[config.mk]
export PLATFORM = sky130hd
export DESIGN_NAME = tcs_div
export DESIGN_NICKNAME = d
export VERILOG_FILES = /design/src/rtl/tcs_pkg.sv /design/src/rtl/tcs_div.sv
export SDC_FILE = /design/constraint.sdc
export NUM_CORES = 1
export LEC_CHECK = 0
export BUFFER_PORTS_ARGS = -buffer_cell sky130_fd_sc_hd__buf_2
export CAP_MARGIN = 15
export CORE_MARGIN = 2
export CORE_UTILIZATION = 40
export CTS_CLUSTER_SIZE = 8
export DETAILED_ROUTE_END_ITERATION = 8
export GPL_TIMING_DRIVEN = 0
export PLACE_DENSITY = 0.54
export SLEW_MARGIN = 40
export SYNTH_ARGS = -nofsm -noshare
export SYNTH_HDL_FRONTEND = slang
export SYNTH_SLANG_ARGS = --single-unit
[constraint.sdc]
create_clock -name clock -period 5.9 [get_ports clock]
set_input_delay 0.59 -clock clock [delete_from_list [all_inputs] [get_ports clock]]
set_output_delay 0.59 -clock clock [all_outputs]
set_load 0.05 [all_outputs]
[src/rtl/tcs_pkg.sv]
// Shared constants, types and codes for the text console engine.
package tcs_pkg;

   localparam int COLUMNS       = 80;
   localparam int ROWS          = 25;
   localparam int HISTORY_LINES = 200;

   localparam int CELLS      = COLUMNS * ROWS;
   localparam int RING_DEPTH = HISTORY_LINES * COLUMNS;

   localparam int POS_W   = 11;
   localparam int IDX_W   = $clog2(CELLS);
   localparam int ROW_W   = $clog2(ROWS);
   localparam int COL_W   = $clog2(COLUMNS);
   localparam int HEAD_W  = $clog2(HISTORY_LINES);
   localparam int CNT_W   = $clog2(HISTORY_LINES + 1);
   localparam int SLOT_W  = $clog2(2 * HISTORY_LINES);
   localparam int RING_AW = $clog2(RING_DEPTH);
   localparam int CELL_W  = 16;

   localparam logic [CELL_W-1:0] BLANK_CELL = 16'h0700;
   localparam logic [CELL_W-1:0] SPACE_CELL = 16'h0720;

   localparam logic [7:0] CH_LF    = 8'h0A;
   localparam logic [7:0] CH_CR    = 8'h0D;
   localparam logic [7:0] CH_BS    = 8'h08;
   localparam logic [7:0] CH_STAR  = 8'h2A;
   localparam logic [7:0] CH_SPACE = 8'h20;

   // reciprocal of the row length, underestimates by less than one
   localparam int DIV_SHIFT   = 17;
   localparam int DIV_RECIP   = (1 << DIV_SHIFT) / COLUMNS;
   localparam int DIV_RECIP_W = $clog2(DIV_RECIP + 1);

   localparam int CSR_AW   = 4;
   localparam int CSR_DW   = 32;
   localparam logic [1:0] CSR_TEXT_COLOR   = 2'd0;
   localparam logic [1:0] CSR_PRINT_ENABLE = 2'd1;
   localparam logic [1:0] CSR_MASK_INPUT   = 2'd2;

   typedef enum logic [3:0] {
      CMD_PUT       = 4'd0,
      CMD_PUT_ATTR  = 4'd1,
      CMD_RIGHT     = 4'd2,
      CMD_LEFT      = 4'd3,
      CMD_UP        = 4'd4,
      CMD_DOWN      = 4'd5,
      CMD_BACKSPACE = 4'd6,
      CMD_BLANK     = 4'd7,
      CMD_SKIP      = 4'd8,
      CMD_MARK      = 4'd9,
      CMD_SET       = 4'd10,
      CMD_CLEAR     = 4'd11,
      CMD_VIEW_UP   = 4'd12,
      CMD_VIEW_DOWN = 4'd13,
      CMD_READ      = 4'd14
   } cmd_type;

   typedef enum logic [4:0] {
      ST_INIT,
      ST_IDLE,
      ST_EXEC,
      ST_DIV,
      ST_NL,
      ST_CHK_END,
      ST_SC_RING_RD,
      ST_SC_RING_WR,
      ST_SC_MOVE_RD,
      ST_SC_MOVE_WR,
      ST_SC_BLANK,
      ST_SC_DONE,
      ST_SKIP_RD,
      ST_SKIP_CHK,
      ST_CLEAR,
      ST_COPY_RD,
      ST_COPY_WR,
      ST_VIEW_UP,
      ST_RD_ADDR,
      ST_RD_WAIT,
      ST_RESP
   } state_type;

   typedef enum logic [1:0] {
      SRC_SCREEN,
      SRC_RING,
      SRC_SNAP
   } src_type;

   typedef struct packed {
      logic [3:0]       command;
      logic [7:0]       char_code;
      logic [7:0]       attr;
      logic [POS_W-1:0] amount;
      logic [POS_W-1:0] cell_index;
   } req_type;

   typedef struct packed {
      logic [POS_W-1:0] cursor_pos;
      logic [POS_W-1:0] line_start_pos;
      logic [7:0]       view_offset;
      logic [7:0]       cell_char;
      logic [7:0]       cell_attr;
      logic             scrolled;
   } rsp_type;

   typedef struct packed {
      logic [ROW_W-1:0] q;
      logic [COL_W-1:0] r;
   } div_res_type;

endpackage

[src/rtl/tcs_div.sv]
// Two-stage divide by the row length: reciprocal multiply, then one correction.
module tcs_div (
   input  logic                    clock,
   input  logic                    reset,
   input  logic                    start,
   input  logic [tcs_pkg::IDX_W-1:0] x,
   output logic                    done,
   output tcs_pkg::div_res_type    res
);

   localparam int PW = tcs_pkg::IDX_W + tcs_pkg::DIV_RECIP_W;

   logic [PW-1:0]                 prod;
   logic [tcs_pkg::ROW_W-1:0]     q0_ff, q0_in;
   logic [tcs_pkg::IDX_W-1:0]     x_ff;
   logic                          s1_ff, done_ff;
   logic [tcs_pkg::IDX_W-1:0]     r0;
   tcs_pkg::div_res_type          res_ff, res_in;

   always_comb begin
      prod  = PW'(x) * PW'(tcs_pkg::DIV_RECIP);
      q0_in = tcs_pkg::ROW_W'(prod >> tcs_pkg::DIV_SHIFT);
      r0    = x_ff - tcs_pkg::IDX_W'(q0_ff) * tcs_pkg::IDX_W'(tcs_pkg::COLUMNS);
      if (r0 >= tcs_pkg::IDX_W'(tcs_pkg::COLUMNS)) begin
         res_in.q = q0_ff + 1'b1;
         res_in.r = tcs_pkg::COL_W'(r0 - tcs_pkg::IDX_W'(tcs_pkg::COLUMNS));
      end else begin
         res_in.q = q0_ff;
         res_in.r = tcs_pkg::COL_W'(r0);
      end
   end

   always_ff @(posedge clock) begin
      if (reset) begin
         s1_ff   <= 1'b0;
         done_ff <= 1'b0;
      end else begin
         s1_ff   <= start;
         done_ff <= s1_ff;
      end
      if (start) begin
         q0_ff <= q0_in;
         x_ff  <= x;
      end
      if (s1_ff) begin
         res_ff <= res_in;
      end
   end

   assign done = done_ff;
   assign res  = res_ff;

endmodule

# Word level (Yosys, flattened, before mapping)
# Cells that the tools add are included.
[totals]
ff_bits = 30
inputBits = 14
output_inout_bits = 13
wordCells = 13
[op_classes]
n_addsub = 3
multipliers = 2
magnitude_cmp = 1
n_mux = 1
[op_table]
columns = ["op", "n"]
rows = [
  ["$mul 11x10->21 const B", 1],
  ["$mux 12", 1],
  ["$ge 11x7->1 const B", 1],
  ["$sub 11x11->11", 1],
  ["$mul 5x3->7 const B", 1],
  ["$sub 7x7->7 const B", 1],
  ["$add 5x1->5 const B", 1],
]

# Logic depth before layout (Yosys ltp)
# Gate-level depths: netlist of run 1.
[depth]
ltp_word = 4
ltp_mapped = 16

# Worst setup path before layout of run 1
# OpenSTA, ideal clock, no wires.
[synth_timing]
path_kind = "input-to-reg"
start = "in x[7] (netlist bit)"
end = "reg q0_ff[4] (netlist bit), data pin"
setup_time_ps = 258
arrival_time_ps = 4154
t_required_ps = 5642
setup_slack_ps = 1488
cell_stages = 14
cell_sequence = "ha_1 inv_1 fa_1 inv_1 fa_1 fa_1 ha_1 ha_1 a21o_1 a21o_1 nor4_2 o311ai_2 a41o_1 xnor2_1"
[synth_via]
elab_chain_len = 1
[synth_rtl]
columns = ["item", "line_no", "text"]
rows = [
  ["from (decl)", "tcs_div.sv:6", "input logic [tcs_pkg::IDX_W-1:0] x,"],
  ["$mul 11x10->21", "tcs_div.sv:21", "prod = PW'(x) * PW'(tcs_pkg::DIV_RECIP);"],
  ["named net prod[21]", "tcs_div.sv:13", "logic [PW-1:0] prod;"],
  ["to (signal assigned)", "tcs_div.sv:42", "q0_ff <= q0_in;"],
  ["to (decl)", "tcs_div.sv:14", "logic [tcs_pkg::ROW_W-1:0] q0_ff, q0_in;"],
]
# The timed path passes the listed nets, and every way through them passes these cells.
# A chain may end at the register's enable or synchronous reset.

# Worst setup path in the final report of run 1
[layout_timing]
start = "in x[1] (netlist bit)"
end = "reg q0_ff[1] (netlist bit), data pin"
# The elaborated chain is that of the path after synthesis.

==> results of run 1 <==
## cells in the mapped netlist, types with 3 or more instances
cell type,number,share of area (%)
o21ai_0,3,0.44
a31oi_1,6,1.1
xor2_1,8,2.1
nand3_1,4,0.59
ha_1,85,31
a21o_1,11,2.4
inv_1,67,7.4
a21oi_1,6,0.89
nor2_1,3,0.33
fa_1,25,15
xnor2_1,11,2.9
nor2b_1,6,1.1
edfxtp_1,28,25
## logic make-up after synthesis
family	Yosys count	synth area share, %
AO/OA/AOI/OAI	40	8.85
XOR/XNOR	21	5.89
buffers and inverters	67	7.44
flip-flops	30	26.1
AND/OR/NAND/NOR	24	4.74
adder cells (fa/ha/maj)	110	46.3
multiplexers	2	0.740
## layer usage
metal	up-vias	routed length [um]	global-route usage, %
li1	1078	-	-
met1	987	2660	18.9
met2	33	2820	24.1
met3	5	132	1.88
met4	0	59	3.21
met5	-	0	0
## placed cells by master, fill, tap and decap left out, drive strengths merged
cell type   n
a21o       11
o311ai      1
inv        67
nand2       2
nor3        1
o21bai      1
buf        26
a221o       1
a221oi      1
or3b        1
fa         25
o21ai       3
ha         85
a41oi       1
dfxtp       2
and4        2
or2         1
xor2       10
nor4        2
mux2        1
a31o        1
a211oi      1
a41o        2
nor2b       6
o22ai       1
mux2i       1
nor2        3
clkinv      2
nand3       5
a31oi       6
a21oi       8
o31a        1
edfxtp     28
nand4       1
xnor2      11
o21a        1
clkbuf      6
## worst max-delay path by stage
stage	end	cells after the start
5_1_grt	q0_ff[1]$_DFFE_PP_	14
3_3_place_gp	q0_ff[1]$_DFFE_PP_	14
4_1_cts	q0_ff[1]$_DFFE_PP_	14
6_report	q0_ff[1]$_DFFE_PP_	14
2_1_floorplan	q0_ff[4]$_DFFE_PP_	14
3_5_place_dp	q0_ff[1]$_DFFE_PP_	14
## worst max-delay path, stage by stage
cell,delay [ns]
buf_2,0.13
ha_1,0.36
xor2_1,0.17
ha_1,0.30
fa_1,0.51
fa_1,0.56
inv_1,0.06
fa_1,0.49
inv_1,0.04
ha_1,0.28
nand4_1,0.12
o311ai_2,0.57
a41oi_1,0.24
xnor2_1,0.18
## area by class of cell
type	count	area, sq um	area share, %
clock buffers	6	72.6	1.95
clock inverters	2	8.76	0.235
inverters	67	251	6.76
multi-input cells	197	2250	60.4
flip-flops and latches	30	881	23.7
well taps	105	131	3.53
repair buffers	26	130	3.50
## through the flow
stage / instances / worst slack [ns] / hold WS, ns / cell area [sq um]
after floorplan: 294 / 1.49 / 0.427 / 3380
after global placement: 425 / 0.974 / 0.432 / 3640
after detailed placement: 425 / 1.00 / 0.444 / 3640
after CTS: 433 / 1.27 / 0.454 / 3720
after global routing: 433 / 1.11 / 0.464 / 3720
final: 433 / 1.32 / 0.455 / 3720
## flip-flops by register name, summed over array words and instances, names as in the netlist
register	flops
s1_ff	1
done	1
res	12
q0_ff	5
x_ff	11
## power groups by stage
| stage | registers, mW | clock network, mW | logic, mW |
|---|---|---|---|
| 3_3_place_gp | 0.355 | 0 | 1.28 |
| 2_1_floorplan | 0.432 | 0 | 0.961 |
| 4_1_cts | 0.351 | 0.156 | 1.31 |
| 3_5_place_dp | 0.355 | 0 | 1.30 |
| 6_report | 0.350 | 0.151 | 1.29 |
| 5_1_grt | 0.360 | 0.166 | 1.47 |
==> impl_metrics.json, run 1 <==
{
  "status": "finished, final reports clean",
  "min-delay-start": "x_ff[1]$_DFFE_PP_",
  "first_pass_iters": 4,
  "sw_frac_of_total_pct": 47.6,
  "cts_tree": "done",
  "critPathArrivalTime_ns": 4.61,
  "min_to": "res[1]$_DFFE_PP_",
  "worstPathMaxFanout": 6,
  "maxCapViolCount": 0,
  "dr.first_iter.drc_count": 51,
  "finalCritPeriodShare_pct": 77.7,
  "grt_antenna_before_repair": 0,
  "fin_crit_ns": 4.58,
  "synthCells": 294,
  "ys_async_sr_fraction_pct": 0,
  "n_fill_cell": 792,
  "power_frac_seq_pct": 19.6,
  "p_leak_nw": 1.95,
  "crit_start": "x[1]",
  "clk_latency_ns": 0.28,
  "critPathKind": "in2reg",
  "antenna_left": 0,
  "finalClockSkew_ns": 0.00719,
  "synthToLayoutAreaGrowth_pct": 10.1,
  "dieWidth_um": 95.9,
  "rsz0062_at_grt": "no",
  "wl_per_cell_um": 13.1,
  "tightest_slew_ns": 0.594,
  "drt-total-wl_mm": 5.67,
  "setup_viol": 0,
  "portBuffers": 26,
  "slew_headroom_pct": 60.4,
  "hold_depth": 0,
  "synth_cell_types": 38,
  "timing.rr.start": "q0_ff[1]$_DFFE_PP_",
  "nets": 451,
  "via_count": 2103,
  "syn_area_sq_mm": 0.00338,
  "intPower_uw": 936,
  "r2r_slack_ns": 2.50,
  "die_h_um": 95.9,
  "grt_remaining_overflow": 0,
  "min_path_type": "reg2reg",
  "clock-sinks": 30,
  "fp.coreArea_sq_mm": 0.00822,
  "r2r-end": "res[8]$_DFFE_PP_",
  "switching_power_uw": 851,
  "io_pins": 27,
  "cp-start-kind": "input port",
  "ir_worst_vdd_v": 0.000187,
  "clk_pin_slew_ns": 0.06,
  "grtUsageTotal_pct": 14.1,
  "start_util_pct": 41.1,
  "final_max_slew_viol_count": 0,
  "post_cts_buffers": 0,
  "diodes": 0,
  "p_per_area_mw_per_mm2": 480,
  "cts_made_buffers": 5,
  "syn_nets": 418,
  "h-tree-depth": 2,
  "grt_pass1_wl_mm": 9.96,
  "worstPathRequired_ns": 5.93,
  "post-route-util_pct": 45.3,
  "p_clk_share_pct": 8.5,
  "die_area_sq_mm": 0.00920,
  "grt_max_degree": 18,
  "r2r_cells": 11,
  "cts_resized": 0,
  "totalPowerFinal_mw": 1.79,
  "syn_area_per_cell_sq_um": 11.5,
  "cts_buffer_depth": 2,
  "synth-edff-count": 28,
  "drive_above_1_share_pct": 13.7,
  "fmaxAchievable_mhz": 218,
  "dp_hpwl_mm": 5.08,
  "setup_tns_ns": 0,
  "ys_ff_latch": 30,
  "pwr-share-comb_pct": 72.0,
  "gp_routability_congestion": 0.750,
  "seq_area_frac_synth_pct": 26.1,
  "end_kind": "flip-flop",
  "ctsHoldBuffers": 0,
  "yosys_most_used_dff": "edfxtp_1",
  "final_hold_viol_count": 0,
  "rows": 33,
  "viasPerCell": 4.86,
  "drc": 0,
  "yosys_warnings": 0,
  "first_global_vias": 2149,
  "cts-root-buf": "clkbuf_8"
}
No activity file was read; power rests on OpenSTA's default activity.
==> run 2, diff against run 1 <==
Settings changed: ABC_AREA set to 1, PLACE_DENSITY 0.54 to 0.56.
Clock period 5.9 ns to 4.2 ns, I/O delays scaled along.
==> run 2 against run 1 <==
  * Utilization is 1.3 points higher
  * Combinational power is 83% higher
  * Setup slack worse by 1.1 ns
  * Critical path type unchanged
  * Largest power group unchanged
==> impl_metrics.json, run 2 <==
{
  "multi_input_area_sq_mm": 0.00270,
  "portBuffers": 26,
  "setup_tns_ns": 0,
  "r2r-end": "res[8]$_DFFE_PP_",
  "yosys.area_share.adder_pct": 40.7,
  "rsz0062_at_grt": "no",
  "r2r_cells": 14,
  "grt_max_degree": 18,
  "synth_xor_xnor_area_share_pct": 2.28,
  "viasPerCell": 4.69,
  "grtUsageTotal_pct": 16.2,
  "place_ws_ns": -0.317,
  "synth_top_cell_by_area": "ha_1",
  "fin_area_sq_mm": 0.00433,
  "synthCells": 454,
  "clk_pin_slew_ns": 0.06,
  "synth_simple_gate_area_share_pct": 19.6,
  "synth-edff-count": 28,
  "ys_ff_latch": 30,
  "drt-total-wl_mm": 7.67,
  "synth_common_cells": "96 x inv_1, 96 x nand2_1, 85 x ha_1, 28 x edfxtp_1, 28 x nand3_1",
  "cts-root-buf": "clkbuf_8",
  "drc": 0,
  "cp_cell_sequence": "buf_2 -> ha_4 -> xor2_2 -> ha_1 -> fa_1 -> fa_1 -> inv_1 -> fa_1 -> inv_1 -> ha_1 -> nand2_2 -> inv_1 -> a21boi_2 -> nand2_1 -> nand2_1 -> nand3_1 -> nand2_1 -> nand2_1",
  "r2r_slack_ns": 1.17,
  "muxShareOfSynthArea_pct": 0,
  "slew_headroom_pct": 64.9,
  "end_kind": "flip-flop",
  "synth_cell_types": 29,
  "yosys_most_used_dff": "edfxtp_1",
  "placed_area_sq_mm": 0.00413,
  "post_cts_buffers": 0,
  "nets": 611,
  "finalCritPeriodShare_pct": 94.4,
  "ys_async_sr_fraction_pct": 0,
  "grt_antenna_before_repair": 0,
  "cts_buffer_depth": 2,
  "final_hold_viol_count": 0,
  "dr.first_iter.drc_count": 57,
  "ir_worst_vdd_v": 0.000327,
  "gp_routability_congestion": 0.856,
  "tightest_slew_ns": 0.526,
  "final_max_slew_viol_count": 0,
  "clk_latency_ns": 0.27,
  "yosys_warnings": 0,
  "start_util_pct": 41.4,
  "cp-start-kind": "input port",
  "worstPathMaxFanout": 4,
  "setup_viol": 0,
  "grt_pass1_wl_mm": 13.3,
  "hold_depth": 2,
  "path_delay_family": "adder cells",
  "antenna_left": 0,
  "critPathKind": "in2reg",
  "status": "finished, final reports clean",
  "timing.rr.start": "q0_ff[3]$_DFFE_PP_",
  "first_global_vias": 2978,
  "final_cell_mix": "96 x inv_1, 95 x nand2_1, 78 x ha_1",
  "final_common_cell": "inv_1",
  "setup_slack_ns": 0.233,
  "rows": 35,
  "dp_hpwl_mm": 6.74,
  "drive_above_1_share_pct": 12.1,
  "seq_area_frac_synth_pct": 22.9,
  "worstPathRequired_ns": 4.21,
  "synth_area_leaders": "ha_1 28%, edfxtp_1 22%, fa_1 13%",
  "fp.coreArea_sq_mm": 0.00928,
  "finalHoldWorstSlack_ns": 0.308,
  "fin_crit_ns": 3.97,
  "dieWidth_um": 102,
  "critPathArrivalTime_ns": 3.98,
  "p_per_area_mw_per_mm2": 708,
  "synth_top_area_share_pct": 27.7,
  "n_fill_cell": 954,
  "min_path_type": "in2reg",
  "cts_tree": "done",
  "h-tree-depth": 2,
  "synthToLayoutAreaGrowth_pct": 12.7,
  "die_h_um": 102,
  "clock-sinks": 30,
  "syn_area_sq_mm": 0.00384,
  "syn_area_per_cell_sq_um": 8.46,
  "crit_buf_inv": 4,
  "crit_slowest_cell": "fa_1",
  "syn_nets": 578,
  "grt_remaining_overflow": 0,
  "synth-compound-area-share_pct": 4.79,
  "cts_made_buffers": 5,
  "seq_area_sq_um": 881,
  "wl_per_cell_um": 12.4,
  "min-delay-start": "reset",
  "die_area_sq_mm": 0.0104,
  "maxCapViolCount": 0,
  "io_pins": 27,
  "dp_cells": 609,
  "fmaxAchievable_mhz": 252,
  "critPathMostFrequentCell": "nand2_1",
  "cpPeakStageDelay_ns": 0.55,
  "synth_top_family_by_area": "adder cells",
  "via_count": 2896,
  "finalClockSkew_ns": 0.00418,
  "largest_register_ffs": 12,
  "p_leak_nw": 2.31,
  "first_pass_iters": 4,
  "diodes": 0,
  "min_to": "done$_SDFF_PP0_",
  "stdcell_count": 617
}
[run 2: changes by cell type after synthesis, sizes merged, moves of 7 or more]
cell / change
nand2: +99
inv: +32
nand3: +25
nor2: +25
a21oi: +11
a21o: -8
xnor2: -7
[run 2: cell type report]
cell class | instances | share of cell area, %
Multi-Input combinational cell | 325 | 62.3
Clock buffer | 5 | 1.59
Timing Repair Buffer | 26 | 3.01
Sequential cell | 30 | 20.4
Inverter | 99 | 8.59
Clock inverter | 3 | 0.376
Tap cell | 129 | 3.73
[run 2: where the power goes]
part | internal [mW] | total, mW | switching (mW)
Combinational | 0.856 | 2.36 | 1.51
Clock | 0.113 | 0.217 | 0.104
Sequential | 0.442 | 0.485 | 0.0428
Total | 1.41 | 3.06 | 1.65
[run 2: cells by family after synthesis]
group | count (synthesis)
simple gates | 171
fa+ha+maj | 110
buf+inv | 99
compound gates | 34
flops | 30
xor+xnor | 10
[run 2: stage by stage]
stage	utilization, %	total power [mW]
global placement	44.5	2.74
CTS	45.5	3.02
floorplan	-	2.29
global route	46.6	3.47
finish	46.6	3.06
detailed placement	44.5	2.78
[run 2: worst max path at each step]
stage	startpoint	to	slack, ns	cells after the start
floorplan	x[1]	q0_ff[0]$_DFFE_PP_	0.18	17
global placement	x[1]	q0_ff[4]$_DFFE_PP_	-0.29	18
detailed placement	x[1]	q0_ff[0]$_DFFE_PP_	-0.32	18
CTS	x[1]	q0_ff[0]$_DFFE_PP_	0.01	18
global route	x[4]	q0_ff[4]$_DFFE_PP_	0.004	18
finish	x[1]	q0_ff[4]$_DFFE_PP_	0.23	18
[run 2: layer usage]
| layer | vias up | GRT usage (%) | routed length [um] |
|---|---|---|---|
| li1 | 1525 | - | - |
| met1 | 1342 | 20.6 | 3520 |
| met2 | 23 | 29.5 | 3910 |
| met3 | 6 | 1.71 | 156 |
| met4 | 0 | 4.21 | 93 |
| met5 | - | 0 | 0 |
[run 2: what timing repair did]
action / 4_1_cts / 5_1_grt
cloned: 0 / 0
endpoints found under the setup margin: 2 / 3
pin swaps: 0 / 6
hold buffers: 0 / 0
resized for setup: 1 / 12
==> run 3, diff against run 2 <==
Settings changed: CORE_UTILIZATION 40 to 50, CTS_CLUSTER_DIAMETER set to 60, PLACE_DENSITY 0.56 to 0.68.
==> run 3 against run 2 <==
  * Maximum frequency down 1.7%
  * Flip-flop and latch count unchanged
  * Setup slack worse by 0.067 ns
  * Critical endpoint unchanged
  * Highest routed layer unchanged
==> impl_metrics.json, run 3 (same netlist as run 2, synthesis figures left out) <==
{
  "ctsHoldBuffers": 0,
  "synthToLayoutAreaGrowth_pct": 11.4,
  "viasPerCell": 5.08,
  "n_fill_cell": 655,
  "critPathArrivalTime_ns": 4.05,
  "grt_max_degree": 18,
  "io_pins": 27,
  "grtUsageTotal_pct": 18.8,
  "finalClockSkew_ns": 0.00333,
  "h-tree-depth": 2,
  "cts_tree": "done",
  "cts_buffer_depth": 2,
  "critPathKind": "in2reg",
  "nets": 611,
  "diodes": 0,
  "dp_cells": 579,
  "end_kind": "flip-flop",
  "stdcell_count": 587,
  "die_h_um": 91.6,
  "die_area_sq_mm": 0.00840,
  "post_cts_buffers": 0,
  "slew_headroom_pct": 66.3,
  "dp_hpwl_mm": 6.55,
  "p_per_area_mw_per_mm2": 727,
  "final_cell_mix": "96 x inv_1, 95 x nand2_1, 79 x ha_1",
  "wl_per_cell_um": 12.9,
  "grt_antenna_before_repair": 0,
  "fp.coreArea_sq_mm": 0.00733,
  "dr.first_iter.drc_count": 91,
  "final_common_cell": "inv_1",
  "placed_area_sq_mm": 0.00409,
  "finalCritPeriodShare_pct": 96.0,
  "critPathMostFrequentCell": "nand2_1",
  "dieWidth_um": 91.6,
  "first_global_vias": 2934,
  "ir_worst_vdd_v": 0.000346,
  "setup_viol": 0,
  "rsz0062_at_grt": "no",
  "clk_pin_slew_ns": 0.06,
  "cp-start-kind": "input port",
  "grt_remaining_overflow": 0,
  "final_hold_viol_count": 0,
  "cts_made_buffers": 5,
  "drt-total-wl_mm": 7.59,
  "via_count": 2981,
  "final_max_slew_viol_count": 0,
  "crit_slowest_cell": "fa_1",
  "antenna_left": 0,
  "gp_routability_congestion": 0.900,
  "rows": 31,
  "status": "finished, final reports clean",
  "cts-root-buf": "clkbuf_8",
  "clk_latency_ns": 0.27,
  "grt_pass1_wl_mm": 12.8,
  "drive_above_1_share_pct": 11.9,
  "fin_crit_ns": 4.03,
  "portBuffers": 26,
  "p_leak_nw": 2.31,
  "maxCapViolCount": 0,
  "worstPathMaxFanout": 5,
  "start_util_pct": 52.4,
  "cpPeakStageDelay_ns": 0.55,
  "largest_register_ffs": 12,
  "fmaxAchievable_mhz": 248,
  "first_pass_iters": 4,
  "fin_area_sq_mm": 0.00428,
  "clock-sinks": 30,
  "min_path_type": "in2reg",
  "worstPathRequired_ns": 4.22,
  "cp_cell_sequence": "buf_2 -> ha_1 -> xor2_2 -> ha_1 -> fa_1 -> fa_1 -> inv_1 -> fa_1 -> inv_1 -> ha_1 -> nand2_2 -> inv_1 -> a21boi_2 -> nand2_1 -> nand2_1 -> nand3_1 -> nand2_1 -> nand2_1",
  "drc": 0,
  "tightest_slew_ns": 0.504
}
run 3: changes by cell type in the layout (fill, tap and decap cells not counted):
cell,before,now
ha_1,78,79
ha_4,7,6
run 3: path summary, 6_finish.rpt:
path,startpoint,to,slack [ns],cells after the start
min,reset,done$_SDFF_PP0_,0.31,2
max,x[0],q0_ff[4]$_DFFE_PP_,0.17,18
max reg2reg,q0_ff[3]$_DFFE_PP_,res[7]$_DFFE_PP_,1.21,16
min reg2reg,x_ff[2]$_DFFE_PP_,res[2]$_DFFE_PP_,0.45,0
run 3: worst max-delay path: cells and delay by family:
kind / cells / cell delay, ns
AOI/OAI and AO/OA: 1 / 0.15
xor gates and xnor gates: 1 / 0.19
adders and majority gates: 6 / 2.47
buffers and inverters: 4 / 0.32
and+or+nand+nor: 6 / 0.50
run 3: what timing repair did:
| item | 4_1_cts | 5_1_grt |
|---|---|---|
| endpoints found under the hold margin | 0 | 0 |
| endpoints found under the setup margin | 2 | 3 |
| pin swaps | 0 | 2 |
| gates resized for setup | 1 | 11 |
run 3: per-layer routing:
metal  up-vias  global-route usage, %  part of all wire [%]
li1       1531                      -                     -
met1      1380                   23.0                    43
met2        62                   35.0                    54
met3         8                   1.64                   2.6
met4         0                   5.68                   1.1
met5         -                      0                     0
run 3: cell type report:
type                       count  area, sq um  area share (%)
tap                           99          124            2.90
multi-input combinational    325         2690            62.8
sequential                    30          881            20.6
timing repair buffer          26          130            3.04
inverter                      99          372            8.69
clock buffer                   5         68.8            1.61
clock inverter                 3         16.3           0.380
run 3: power breakdown:
part | leakage [nW] | switching, mW | internal [mW]
clock network | 0.0416 | 0.101 | 0.113
registers | 0.285 | 0.0421 | 0.442
logic | 1.98 | 1.53 | 0.875
run 3: through the flow:
step / hold WS (ns) / power, mW / setup TNS [ns] / util (%) / setup WS, ns
finish: 0.307 / 3.11 / 0 / 58.3 / 0.166
floorplan: 0.426 / 2.29 / 0 / - / 0.178
detailed placement: 0.440 / 2.77 / -0.920 / 55.8 / -0.308
CTS: 0.299 / 3.00 / 0 / 57.1 / 0.00436
global placement: 0.442 / 2.70 / -0.705 / 55.8 / -0.256
global route: 0.312 / 3.48 / 0 / 58.3 / 0.00587
